<file path="config.mk">
export PLATFORM = sky130hd
export DESIGN_NAME = ps2_byte_receiver
export DESIGN_NICKNAME = d
export VERILOG_FILES = /design/src/sv/ps2br_pkg.sv /design/src/sv/ps2br_cfg.sv /design/src/sv/ps2br_core.sv /design/src/sv/ps2_byte_receiver.sv
export VERILOG_INCLUDE_DIRS = /design/src /design/src/sv
export SDC_FILE = /design/constraint.sdc
export NUM_CORES = 1
export LEC_CHECK = 0
export ABC_AREA = 1
export BUFFER_PORTS_ARGS = -buffer_cell sky130_fd_sc_hd__buf_2
export CAP_MARGIN = 15
export CORE_ASPECT_RATIO = 1.2
export CORE_MARGIN = 8
export CORE_UTILIZATION = 32
export DETAILED_ROUTE_END_ITERATION = 8
export PLACE_DENSITY = 0.5
export SYNTH_ARGS = -nofsm -noshare
export SYNTH_HDL_FRONTEND = slang
export SYNTH_HIERARCHICAL = 1
export SYNTH_SLANG_ARGS = --single-unit
</file>
<file path="constraint.sdc">
create_clock -name clk -period 7.1 [get_ports clk]
set_input_delay 0 -clock clk [delete_from_list [all_inputs] [get_ports clk]]
set_output_delay 0 -clock clk [all_outputs]
set_load 0.1 [all_outputs]
</file>
<file path="src/sv/ps2_byte_receiver_defines.svh">
// Assertion macros used by the PS/2 byte receiver core.
// Each macro expects signals named clk and rst_n in the module that uses it.
`ifndef PS2_BYTE_RECEIVER_DEFINES_SVH
`define PS2_BYTE_RECEIVER_DEFINES_SVH

// The consequent must hold in the same cycle as the antecedent.
`define PS2BR_ASSERT_SAME(lbl, ante, cons) \
  lbl: assert property (@(posedge clk) disable iff (!rst_n) (ante) |-> (cons)) \
    else $error("ps2br assertion failed");

// The consequent must hold in the cycle after the antecedent.
`define PS2BR_ASSERT_NEXT(lbl, ante, cons) \
  lbl: assert property (@(posedge clk) disable iff (!rst_n) (ante) |=> (cons)) \
    else $error("ps2br assertion failed");

`endif

</file>
<file path="src/sv/ps2br_pkg.sv">
// Package for the PS/2 byte receiver: payload structs, config and status codes.
// Has no dependencies; every module imports it.
package ps2br_pkg;

  localparam int unsigned TICK_W      = 32;
  localparam int unsigned BYTE_W      = 8;
  localparam int unsigned COUNT_W     = 4;
  localparam int unsigned CFG_DATA_W  = 32;

  localparam logic [COUNT_W-1:0] FIRST_DATA_BIT = 4'd1;
  localparam logic [COUNT_W-1:0] LAST_DATA_BIT  = 4'd8;
  localparam logic [COUNT_W-1:0] FRAME_BITS     = 4'd11;

  localparam logic [TICK_W-1:0] TIMEOUT_RESET = 32'd100000;
  localparam logic [TICK_W-1:0] TICK_MAX      = '1;

  typedef logic [0:0] cfg_index_t;
  localparam cfg_index_t CFG_TIMEOUT_TICKS = 1'b0;
  localparam cfg_index_t CFG_PORT_ENABLED  = 1'b1;

  localparam logic KIND_SAMPLE = 1'b0;
  localparam logic KIND_ARM    = 1'b1;

  localparam logic STATUS_OK      = 1'b0;
  localparam logic STATUS_TIMEOUT = 1'b1;

  typedef struct packed {
    logic kind;
    logic clk_level;
    logic data_level;
  } in_item_t;

  typedef struct packed {
    logic [BYTE_W-1:0] rx_byte;
    logic              status;
  } out_item_t;

  typedef struct packed {
    logic [TICK_W-1:0] timeout_ticks;
    logic              port_enabled;
  } cfg_t;

  typedef struct packed {
    logic      fire;
    out_item_t item;
  } result_t;

endpackage

</file>
<file path="src/sv/ps2br_cfg.sv">
// Configuration registers of the PS/2 byte receiver.
// Depends on ps2br_pkg for the register index codes and the cfg_t struct.
module ps2br_cfg (
  input  logic                                clk,
  input  logic                                rst_n,
  input  logic                                wr_en,
  input  ps2br_pkg::cfg_index_t               wr_index,
  input  logic [ps2br_pkg::CFG_DATA_W-1:0]    wr_data,
  output ps2br_pkg::cfg_t                     cfg
);
  import ps2br_pkg::*;

  cfg_t cfg_r;
  cfg_t cfg_nxt;

  always_comb begin
    cfg_nxt = cfg_r;
    if (wr_en) begin
      unique case (wr_index)
        CFG_TIMEOUT_TICKS: cfg_nxt.timeout_ticks = wr_data[TICK_W-1:0];
        CFG_PORT_ENABLED:  cfg_nxt.port_enabled  = wr_data[0];
        default:           cfg_nxt = cfg_r;
      endcase
    end
  end

  always_ff @(posedge clk) begin
    if (!rst_n) begin
      cfg_r.timeout_ticks <= TIMEOUT_RESET;
      cfg_r.port_enabled  <= 1'b1;
    end else begin
      cfg_r <= cfg_nxt;
    end
  end

  assign cfg = cfg_r;

endmodule

</file>
<file path="src/sv/ps2br_core.sv">
// Receive state and combinational frame update of the PS/2 byte receiver.
// Depends on ps2br_pkg and on ps2_byte_receiver_defines.svh for assertions.
`include "ps2_byte_receiver_defines.svh"

module ps2br_core (
  input  logic                clk,
  input  logic                rst_n,
  input  logic                step,
  input  ps2br_pkg::in_item_t item,
  input  ps2br_pkg::cfg_t     cfg,
  output ps2br_pkg::result_t  res
);
  import ps2br_pkg::*;

  logic               armed_r,   armed_nxt;
  logic [COUNT_W-1:0] count_r,   count_nxt;
  logic [BYTE_W-1:0]  shift_r,   shift_nxt;
  logic               last_clk_r, last_clk_nxt;
  logic [TICK_W-1:0]  ticks_r,   ticks_nxt;
  logic               fall;

  assign fall = !item.clk_level && last_clk_r;

  always_comb begin
    armed_nxt    = armed_r;
    count_nxt    = count_r;
    shift_nxt    = shift_r;
    last_clk_nxt = last_clk_r;
    ticks_nxt    = ticks_r;
    res          = '0;
    if (step) begin
      if (item.kind == KIND_ARM) begin
        armed_nxt    = 1'b1;
        count_nxt    = '0;
        last_clk_nxt = 1'b1;
        ticks_nxt    = '0;
      end else if (armed_r && cfg.port_enabled) begin
        if (ticks_r != TICK_MAX) begin
          ticks_nxt = ticks_r + 1'b1;
        end
        last_clk_nxt = item.clk_level;
        if (fall) begin
          if (count_r >= FIRST_DATA_BIT && count_r <= LAST_DATA_BIT) begin
            shift_nxt = {item.data_level, shift_r[BYTE_W-1:1]};
          end
          count_nxt = count_r + 1'b1;
        end
        if (count_nxt >= FRAME_BITS) begin
          res.fire = 1'b1;
          res.item.status = STATUS_OK;
        end else if (ticks_nxt >= cfg.timeout_ticks) begin
          res.fire = 1'b1;
          res.item.status = STATUS_TIMEOUT;
        end
        if (res.fire) begin
          res.item.rx_byte = shift_nxt;
          shift_nxt = '0;
          count_nxt = '0;
          armed_nxt = 1'b0;
        end
      end
    end
  end

  always_ff @(posedge clk) begin
    if (!rst_n) begin
      armed_r    <= 1'b0;
      count_r    <= '0;
      shift_r    <= '0;
      last_clk_r <= 1'b1;
      ticks_r    <= '0;
    end else begin
      armed_r    <= armed_nxt;
      count_r    <= count_nxt;
      shift_r    <= shift_nxt;
      last_clk_r <= last_clk_nxt;
      ticks_r    <= ticks_nxt;
    end
  end

  // A result only ever comes from a sample transfer processed this cycle.
  `PS2BR_ASSERT_SAME(a_fire_from_sample, res.fire, step && item.kind == KIND_SAMPLE)
  `PS2BR_ASSERT_SAME(a_count_in_frame, 1'b1, count_r < FRAME_BITS)
  `PS2BR_ASSERT_SAME(a_idle_is_clear, !armed_r, count_r == '0 && shift_r == '0)
  `PS2BR_ASSERT_NEXT(a_fire_disarms, res.fire, !armed_r)

endmodule

</file>
<file path="src/sv/ps2_byte_receiver.sv">
// A polled PS/2 device-to-host byte receiver. Each transfer is either an arm
// command or one sample of the clock and data pins; a frame is decoded on
// falling clock edges and the byte, or the partial byte on timeout, comes out
// as one result. One item is taken every cycle while the output is not stalled;
// a sample passes through the input register, then the combinational state
// update in ps2br_core, whose result is held in the output register.
// Depends on ps2br_pkg, ps2br_cfg and ps2br_core.
module ps2_byte_receiver (
  input  logic                             clk,
  input  logic                             rst_n,
  input  logic                             in_valid,
  output logic                             in_ready,
  input  ps2br_pkg::in_item_t              in_data,
  output logic                             out_valid,
  input  logic                             out_ready,
  output ps2br_pkg::out_item_t             out_data,
  input  logic                             cfg_valid,
  output logic                             cfg_ready,
  input  ps2br_pkg::cfg_index_t            cfg_index,
  input  logic [ps2br_pkg::CFG_DATA_W-1:0] cfg_wdata
);
  import ps2br_pkg::*;

  logic      in_valid_r, in_valid_nxt;
  in_item_t  in_item_r;
  logic      out_valid_r, out_valid_nxt;
  out_item_t out_item_r;
  logic      step;
  cfg_t      cfg;
  result_t   res;

  assign step     = in_valid_r && (!out_valid_r || out_ready);
  assign in_ready = !in_valid_r || step;
  assign cfg_ready = 1'b1;

  ps2br_cfg u_cfg (
    .clk      (clk),
    .rst_n    (rst_n),
    .wr_en    (cfg_valid),
    .wr_index (cfg_index),
    .wr_data  (cfg_wdata),
    .cfg      (cfg)
  );

  ps2br_core u_core (
    .clk   (clk),
    .rst_n (rst_n),
    .step  (step),
    .item  (in_item_r),
    .cfg   (cfg),
    .res   (res)
  );

  always_comb begin
    in_valid_nxt = in_valid_r;
    if (in_valid && in_ready) begin
      in_valid_nxt = 1'b1;
    end else if (step) begin
      in_valid_nxt = 1'b0;
    end
    out_valid_nxt = out_valid_r;
    if (res.fire) begin
      out_valid_nxt = 1'b1;
    end else if (out_ready) begin
      out_valid_nxt = 1'b0;
    end
  end

  always_ff @(posedge clk) begin
    if (!rst_n) begin
      in_valid_r  <= 1'b0;
      out_valid_r <= 1'b0;
    end else begin
      in_valid_r  <= in_valid_nxt;
      out_valid_r <= out_valid_nxt;
    end
  end

  always_ff @(posedge clk) begin
    if (in_valid && in_ready) begin
      in_item_r <= in_data;
    end
    if (res.fire) begin
      out_item_r <= res.item;
    end
  end

  assign out_valid = out_valid_r;
  assign out_data  = out_item_r;

endmodule
</file>
==> flow_summary.json, run 1 <==
{
  "syn_to_final_growth_pct": 17.5,
  "synth_top_area_share_pct": 26.8,
  "diodes": 0,
  "design_area_um2": 7100,
  "slew_violations": 0,
  "fin_crit_sh_pct": 57.0,
  "grt_max_degree": 46,
  "yosysSeqAreaShare_pct": 32.8,
  "drtIter0Drc": 175,
  "internal_power_mw": 0.868,
  "coreArea_um2": 18700,
  "leakage_nw": 3.12,
  "yosys-top-cells-area": "dfxtp_1, nand2_1, ha_1",
  "synth_common_cells": "nand2_1, inv_1, nor2_1",
  "finClkSkew_ns": 0.0107,
  "htree_levels": 3,
  "root_buffer": "clkbuf_16",
  "critPathMostFrequentCell": "nand2_1",
  "outcome": "completed",
  "post_dp_cell_area_um2": 6420,
  "r2r-start": "u_core/ticks_r[0]",
  "hold_end": "out_valid",
  "yosysTopAreaCell": "dfxtp_1",
  "synthesis.nets": 922,
  "slowest_stage": "nand4_4",
  "die_h_um": 167,
  "grt_pass1_wl_um": 24600,
  "cts_tree": "built",
  "grt_remaining_overflow": 0,
  "drc_errors": 0,
  "ir_worst_vdd_mv": 0.0912,
  "end_kind": "flip-flop",
  "grt_antenna_before_repair": 0,
  "syn_area_um2": 6050,
  "dp_worst_setup_slack_ns": 3.00,
  "p_sw_share_pct": 24.8,
  "ant_nets": 0,
  "ys_warn_count": 6,
  "max_stage_delay_ns": 0.62,
  "pwr-share-clk_pct": 42.6,
  "path_max_fanout": 23,
  "clkTransAtPathRegs_ns": 0.07,
  "postLayoutCoreUtil_pct": 38.0,
  "drive_above_1_share_pct": 17.2,
  "critPathBufInv": 2,
  "ys.flop_type": "dfxtp_1",
  "min_path_cells": 4,
  "synth.distinct_cells": 43,
  "maxCapViolCount": 0,
  "place_congestion": 0.832,
  "nFillCells": 2078,
  "routed_wl_um": 14500,
  "syn_area_per_cell_um2": 7.15,
  "netlist_instances": 845,
  "reg2reg_slack_ns": 3.05,
  "ff2ff_path_depth": 22,
  "cpLargestDelayFamily": "simple AND/OR/NAND/NOR gates",
  "core.rowCount": 55,
  "slew_headroom_pct": 30.4,
  "worst_slack_ns": 3.05,
  "critPathRequiredTime_ns": 7.34,
  "crit_chain": "ha_1 > nand2_2 > nor2_4 > nand2_2 > nor2_4 > nand4_4 > o21ai_0 > ha_1 > nand2_1 > inv_1 > nand2_1 > nand2_1 > nand2_1 > nand2_1 > nand2_1 > nand2_1 > nand2_1 > nand3_1 > nand2_1 > inv_1 > a21oi_1 > nor2_1",
  "die_w_um": 141,
  "max_freq_mhz": 247,
  "comb_power_share_pct": 9.4,
  "setup.worst_path.class": "reg2reg",
  "async_flop_share_pct": 0,
  "netSwitchingPower_mw": 0.286,
  "grt_pass1_vias": 5057,
  "min_path_type": "in2reg",
  "viasPerCell": 4.36,
  "worstSkewPairLatency_ns": 0.34,
  "port_buffers": 51,
  "wire_per_inst_um": 12.2,
  "hpwlAfterDp_um": 10800,
  "seqPwrFrac_pct": 48.0,
  "num_vias": 5149,
  "hp-start": "out_ready",
  "synth-seq-cells": 93,
  "cts_resized": 0,
  "finalPower_mw": 1.15,
  "yosysMostFrequentCell": "nand2_1",
  "grt_setup_unrepaired": "false",
  "cts_made_buffers": 9,
  "synth_edf_count": 12,
  "dieArea_um2": 23600,
  "tightest_slew_ns": 1.04,
  "arrival_ns": 4.28,
  "powerDensity_nw_per_um2": 162,
  "cp-start-kind": "flip-flop",
  "layout.nets": 997,
  "period_minus_slack_ns": 4.05,
  "grt_usage_pct": 12.8,
  "io_pins": 53,
  "reg2reg_to": "out_valid",
  "firstDrtPassIters": 4,
  "hold_viol": 0,
  "cts_buffer_depth": 2,
  "setup_viol": 0,
  "tns_ns": 0,
  "cts.sinks": 93,
  "initial_core_util_pct": 32.3
}
worst max path at each step:
stage,startpoint,end,slack [ns],cells past startpoint
2_1_floorplan,u_core/ticks_r[0],out_data[0],4.13,20
3_3_place_gp,u_core/ticks_r[0],out_valid,3.13,18
3_5_place_dp,u_core/ticks_r[0],out_valid,3.00,22
4_1_cts,u_core/ticks_r[0],out_valid,2.97,22
5_1_grt,u_core/ticks_r[0],out_valid,2.71,22
6_report,u_core/ticks_r[0],out_valid,3.05,22
power groups by stage:
stage          Sequential [mW]  Clock (mW)  Combinational, mW
2_1_floorplan            0.564           0             0.0712
6_report                 0.554       0.492              0.109
4_1_cts                  0.554       0.507              0.110
3_5_place_dp             0.566           0             0.0929
3_3_place_gp             0.565           0             0.0933
5_1_grt                  0.555       0.530              0.126
metal layers:
layer / up-vias / wire [um] / GRT usage (%)
li1: 2792 / - / -
met3: 14 / 437 / 1.83
met4: 0 / 235 / 4.26
met2: 80 / 6630 / 21.0
met5: - / 0 / 0
met1: 2263 / 7160 / 16.7
state kept, by name (all words and copies together), names as in the netlist:
| register | cells |
|---|---|
| u_core/shift_r | 8 |
| in_item_r | 3 |
| u_core/armed_r | 1 |
| u_core/ticks_r | 32 |
| u_core/count_r | 4 |
| u_cfg/cfg | 33 |
| out_valid | 1 |
| in_valid_r | 1 |
| out_data | 9 |
| u_core/last_clk_r | 1 |
worst min-delay path, stage by stage:
cell	delay (ns)
buf_2	0.08
inv_1	0.06
a21oi_1	0.12
nor2_1	0.05
logic make-up (layout without fill, tap and decap cells):
group                      Yosys count  count (layout)  synth area share (%)
other                                1               1                0.0620
AOI/OAI and AO/OA                   91              91                  9.52
DFF                                 93              93                  32.8
adders and majority gates           36              36                  7.45
and+or+nand+nor                    446             446                  34.6
xor gates and xnor gates            27              27                  4.16
buffers and inverters              151             231                  11.5
timing repair:
item / CTS / global route
endpoints found under the setup margin: 0 / 0
hold buffers: 39 / 0
endpoints found under the hold margin: 36 / 0
setup buffers: 0 / 0
placed cells by master, fill, tap and decap left out, types with 2 or more instances in the layout:
cell and n:
nand2_1 228, inv_1 116, nor2_1 93, dfxtp_1 81, nand3_1 52, buf_2 51
a21oi_1 46, dlygate4sd3_1 39, ha_1 36, a21oi_2 25, nand2_2 24, nand2_4 15
xnor2_1 13, edfxtp_1 12, xor2_1 12, o21ai_0 10, clkbuf_16 9, nand4_1 8
nor3_1 7, inv_2 5, nor2_4 5, nor2_2 4, buf_4 3, o21a_1 3
nand3_2 2, inv_6 2, a21o_1 2, o21ai_1 2, nor3_4 2, nand3_4 2
xor2_2 2
cell type report:
type	count	area [um^2]	share of cell area [%]
well taps	256	320	4.51
clock buffers	10	229	3.22
multi-input cells	601	3380	47.6
flip-flops and latches	93	1980	27.9
clock inverters	6	68.8	0.969
inverters	122	458	6.45
repair buffers	93	668	9.40
through the flow:
step           std cells  hold WS, ns
2_1_floorplan        845       0.0989
3_3_place_gp        1126        0.178
3_5_place_dp        1126        0.181
4_1_cts             1181      0.00669
5_1_grt             1181       0.0495
6_report            1181       0.0143
Power figures use the tool's default switching activity.
==> run 2: changes to the inputs <==
==> constraint.sdc (replaced) <==
create_clock -name clk -period 4.2 [get_ports clk]
set_input_delay 0 -clock clk [delete_from_list [all_inputs] [get_ports clk]]
set_output_delay 0 -clock clk [all_outputs]
set_load 0.1 [all_outputs]
==> flow_summary.json, run 2 (synthesized netlist as in run 1, its figures left out) <==
{
  "grt_max_degree": 46,
  "coreArea_um2": 18700,
  "leakage_nw": 3.16,
  "viasPerCell": 4.31,
  "num_vias": 5103,
  "dieArea_um2": 23600,
  "grt_pass1_vias": 5153,
  "startpoint": "u_core/ticks_r[0]",
  "drive_above_1_share_pct": 17.3,
  "core.rowCount": 55,
  "die_w_um": 141,
  "slowest_stage": "dfxtp_1",
  "diodes": 0,
  "critPathMostFrequentCell": "nand2_1",
  "ir_worst_vdd_mv": 0.201,
  "grt_pass1_wl_um": 25000,
  "ant_nets": 0,
  "syn_to_final_growth_pct": 18.5,
  "layout.nets": 1001,
  "ff2ff_path_depth": 23,
  "setup.worst_path.class": "reg2reg",
  "period_minus_slack_ns": 3.66,
  "holdBufCountCts": 40,
  "layout_common_cells": "nand2_1, inv_1, nor2_1",
  "io_pins": 53,
  "path_max_fanout": 13,
  "hold_ws_ns": 0.118,
  "tns_ns": 0,
  "min_path_type": "in2reg",
  "cts.sinks": 93,
  "hpwlAfterDp_um": 10900,
  "cp-start-kind": "flip-flop",
  "tightest_slew_ns": 1.06,
  "final_common_cell": "nand2_1",
  "powerDensity_nw_per_um2": 278,
  "hold_viol": 0,
  "grt_setup_unrepaired": "false",
  "outcome": "completed",
  "htree_levels": 3,
  "place_congestion": 0.810,
  "cts_tree": "built",
  "grt_antenna_before_repair": 0,
  "cpLargestDelayFamily": "simple AND/OR/NAND/NOR gates",
  "maxCapViolCount": 0,
  "r2r-start": "u_core/ticks_r[0]",
  "setup_viol": 0,
  "max_freq_mhz": 273,
  "crit_chain": "ha_1 > nand2_2 > nor2_4 > nand2_2 > nor2_4 > nand4_4 > buf_12 > o21ai_0 > ha_1 > nand2_1 > inv_1 > nand2_1 > nand2_1 > nand2_1 > nand2_1 > nand2_1 > nand2_1 > nand2_1 > nand3_1 > buf_4 > inv_1 > nand2_1 > a21oi_1",
  "clkTransAtPathRegs_ns": 0.07,
  "critPathBufInv": 4,
  "die_h_um": 167,
  "initial_core_util_pct": 32.3,
  "grt_remaining_overflow": 0,
  "reg2reg_slack_ns": 0.54,
  "finClkSkew_ns": 0.00823,
  "firstDrtPassIters": 4,
  "cp.depth": 23,
  "worstSetupEndpoint": "u_core/shift_r[7]",
  "max_stage_delay_ns": 0.41,
  "arrival_ns": 3.91,
  "root_buffer": "clkbuf_16",
  "drc_errors": 0,
  "drtIter0Drc": 173,
  "fin_crit_sh_pct": 87.2,
  "cts_resized": 0,
  "critPathRequiredTime_ns": 4.45,
  "post-cts-setup-buffers": 0,
  "reg2reg_to": "u_core/shift_r[7]",
  "routed_wl_um": 14500,
  "wire_per_inst_um": 12.2,
  "slew_violations": 0,
  "worstSkewPairLatency_ns": 0.33,
  "cts_buffer_depth": 2,
  "grt_usage_pct": 12.8,
  "slew_headroom_pct": 29.0,
  "largest_register_ffs": 33,
  "end_kind": "flip-flop",
  "port_buffers": 51,
  "cts_made_buffers": 9
}
## run 2: changes by cell type in the layout (fill, tap and decap cells not counted)
cell	change
buf_4	+2
buf_12	+1
bufinv_16	+1
clkinv_2	-1
dlygate4sd3_1	+1
inv_6	-1
## run 2: worst register-to-register path, stage by stage, from the launching register on
cell and delay [ns]:
dfxtp_1 0.41, ha_1 0.23, nand2_2 0.09, nor2_4 0.19, nand2_2 0.12, nor2_4 0.16
nand4_4 0.33, buf_12 0.30, o21ai_0 0.15, ha_1 0.29, nand2_1 0.07, inv_1 0.04
nand2_1 0.05, nand2_1 0.04, nand2_1 0.05, nand2_1 0.05, nand2_1 0.05, nand2_1 0.07
nand2_1 0.11, nand3_1 0.11, buf_4 0.20, inv_1 0.23, nand2_1 0.10, a21oi_1 0.13
## run 2: worst min-delay path by stage
stage,from,end,slack [ns],cells past startpoint
floorplan,in_data[0],in_item_r[0],0.1,0
global placement,in_data[0],in_item_r[0],0.18,1
detailed placement,in_data[2],in_item_r[2],0.19,1
CTS,cfg_index,u_cfg/cfg[13],0.12,4
global route,cfg_index,u_cfg/cfg[30],0.15,4
finish,cfg_index,u_cfg/cfg[30],0.12,4
## run 2: cell type report
type                    instances  area, um^2
fillers                      2081       11600
flip-flops and latches         93        1980
multi-input cells             601        3380
clock buffers                  10         229
clock inverters                 5        85.1
inverters                     122         458
repair buffers                 97         713
well taps                     256         320
## run 2: power by group
part	total [mW]	leakage, nW	internal [mW]	switching [mW]
Combinational	0.184	2.25	0.0781	0.106
Sequential	0.936	0.756	0.923	0.0125
Clock	0.873	0.149	0.522	0.351
Total	1.99	3.16	1.52	0.469
## run 2: per-layer routing
metal	vias up	routed length, um	GRT usage (%)
met5	-	0	0
met4	0	158	3.98
met3	9	339	1.66
met2	56	6580	20.7
met1	2245	7410	17.3
li1	2793	-	-
## run 2: through the flow
stage | util (%) | worst slack [ns] | cells | power, mW | cell area [um^2]
final | 38.3 | 0.538 | 1184 | 1.99 | 7170
after global routing | 38.3 | 0.184 | 1184 | 2.08 | 7170
after CTS | 38.3 | 0.535 | 1184 | 2.02 | 7170
after detailed placement | 34.5 | 0.559 | 1129 | 1.11 | 6450
after global placement | 34.5 | 0.674 | 1129 | 1.11 | 6450
after floorplan | - | 1.23 | 845 | 1.07 | 6050
==> run 3: changes to the inputs <==
--- a/config.mk
+++ b/config.mk
@@ -11,9 +11,9 @@
 export CAP_MARGIN = 15
 export CORE_ASPECT_RATIO = 1.2
 export CORE_MARGIN = 8
-export CORE_UTILIZATION = 32
+export CORE_UTILIZATION = 55
 export DETAILED_ROUTE_END_ITERATION = 8
-export PLACE_DENSITY = 0.5
+export PLACE_DENSITY = 0.76
 export SYNTH_ARGS = -nofsm -noshare
 export SYNTH_HDL_FRONTEND = slang
 export SYNTH_HIERARCHICAL = 1
==> flow_summary.json, run 3 (synthesized netlist as in run 1, its figures left out) <==
{
  "outcome": "completed",
  "maxCapViolCount": 0,
  "setup.worst_path.class": "reg2reg",
  "max_freq_mhz": 269,
  "critPathRequiredTime_ns": 4.21,
  "slew_violations": 0,
  "min_path_type": "in2reg",
  "drtIter0Drc": 306,
  "initial_core_util_pct": 55.6,
  "dpl.cell_count": 1003,
  "num_vias": 5397,
  "post_dp_cell_area_um2": 6270,
  "grt_remaining_overflow": 0,
  "largest_register_ffs": 33,
  "ff2ff_path_depth": 20,
  "end_kind": "flip-flop",
  "hold_ws_ns": 0.116,
  "powerDensity_nw_per_um2": 277,
  "path_max_fanout": 13,
  "core.rowCount": 42,
  "fin_crit_sh_pct": 88.4,
  "min_path_cells": 4,
  "crit_chain": "ha_1 > nand2_2 > nor2_4 > nand2_2 > nor2_4 > nand4_4 > buf_4 > nand2_1 > ha_1 > nand2_1 > nor2_1 > nand2_1 > nor2_1 > nor2_1 > nand2_1 > nand2_1 > nand3_1 > buf_4 > nand2_1 > inv_1",
  "hpwlAfterDp_um": 9870,
  "p_sw_share_pct": 26.6,
  "die_h_um": 131,
  "period_minus_slack_ns": 3.71,
  "cts_tree": "built",
  "syn_to_final_growth_pct": 15.2,
  "clkTransAtPathRegs_ns": 0.07,
  "die_w_um": 112,
  "critPathMostFrequentCell": "nand2_1",
  "worst_slack_ns": 0.488,
  "slowest_stage": "dfxtp_1",
  "comb_power_share_pct": 9.8,
  "cts_made_buffers": 9,
  "finClkSkew_ns": 0.00755,
  "cp-start-kind": "flip-flop",
  "dp_worst_setup_slack_ns": 0.511,
  "routed_wl_um": 14700,
  "grt_usage_pct": 20.9,
  "grt_pass1_vias": 5235,
  "viasPerCell": 5.09,
  "instances_no_fill": 1061,
  "dieArea_um2": 14600,
  "internal_power_mw": 1.42,
  "place_congestion": 0.989,
  "arrival_ns": 3.73,
  "met3_usage_pct": 3.40,
  "gr-max-usage-layer": "met2",
  "slew_headroom_pct": 31.3,
  "max_stage_delay_ns": 0.40,
  "wire_per_inst_um": 13.9,
  "port_buffers": 51,
  "leakage_nw": 3.13,
  "pwr-share-clk_pct": 41.6,
  "hp-start": "cfg_index",
  "design_area_um2": 6970,
  "hold_viol": 0,
  "cts.sinks": 93,
  "cts_buffer_depth": 2,
  "grt_pass1_wl_um": 24800,
  "post-cts-setup-buffers": 0,
  "gr-usage-met2_pct": 35.4,
  "startpoint": "u_core/ticks_r[0]",
  "grt_antenna_before_repair": 2,
  "ant_nets": 0,
  "r2r-start": "u_core/ticks_r[0]",
  "grt_use_met1_pct": 25.5,
  "layout.nets": 999,
  "seqPwrFrac_pct": 48.6,
  "layout_common_cells": "nand2_1, inv_1, nor2_1",
  "firstDrtPassIters": 4,
  "tightest_slew_ns": 1.03,
  "final_common_cell": "nand2_1",
  "root_buffer": "clkbuf_16",
  "tns_ns": 0,
  "netSwitchingPower_mw": 0.512,
  "grt_setup_unrepaired": "false",
  "coreArea_um2": 10900,
  "finalPower_mw": 1.93,
  "htree_levels": 3,
  "drive_above_1_share_pct": 17.4,
  "drc_errors": 0,
  "io_pins": 53,
  "grt_max_degree": 46,
  "ir_worst_vdd_mv": 0.230,
  "postLayoutCoreUtil_pct": 64.0,
  "worstSkewPairLatency_ns": 0.35,
  "setup_viol": 0
}
[run 3: metal layers]
layer | vias to the layer above | part of all wire, %
met4 | 0 | 2.6
met1 | 2413 | 45
met2 | 156 | 47
li1 | 2798 | -
met5 | - | 0
met3 | 30 | 5.0
[run 3: power by group through the flow]
stage | combinational [mW] | clock (mW) | sequential (mW)
global route | 0.214 | 0.847 | 0.940
global placement | 0.152 | 0 | 0.956
CTS | 0.182 | 0.815 | 0.937
floorplan | 0.120 | 0 | 0.953
finish | 0.189 | 0.803 | 0.938
detailed placement | 0.154 | 0 | 0.958
[run 3: area by class of cell]
class | instances | area, um^2
multi-input cells | 601 | 3380
clock buffers | 9 | 225
diodes | 2 | 5.00
clock inverters | 7 | 66.3
inverters | 122 | 458
fillers | 911 | 3910
well taps | 132 | 165
flip-flops and latches | 93 | 1980
repair buffers | 95 | 686
[run 3: repair_timing]
| item | 4_1_cts | 5_1_grt |
|---|---|---|
| gates resized for setup | 0 | 0 |
| endpoints found under the hold margin | 38 | 0 |
| hold buffers | 40 | 0 |
[run 3: path summary, 6_finish.rpt]
kind	slack, ns	end
setup / recovery	0.49	out_data[6]
hold / removal	0.12	u_cfg/cfg[15]
setup reg to reg	0.49	out_data[6]
hold reg to reg	0.46	u_core/armed_r
[run 3: critical path: cells and delay by family (launching register included)]
family,cells,cell delay (ns)
fa+ha+maj,2,0.39
flops,1,0.40
simple gates,15,1.73
buf+inv,3,0.84
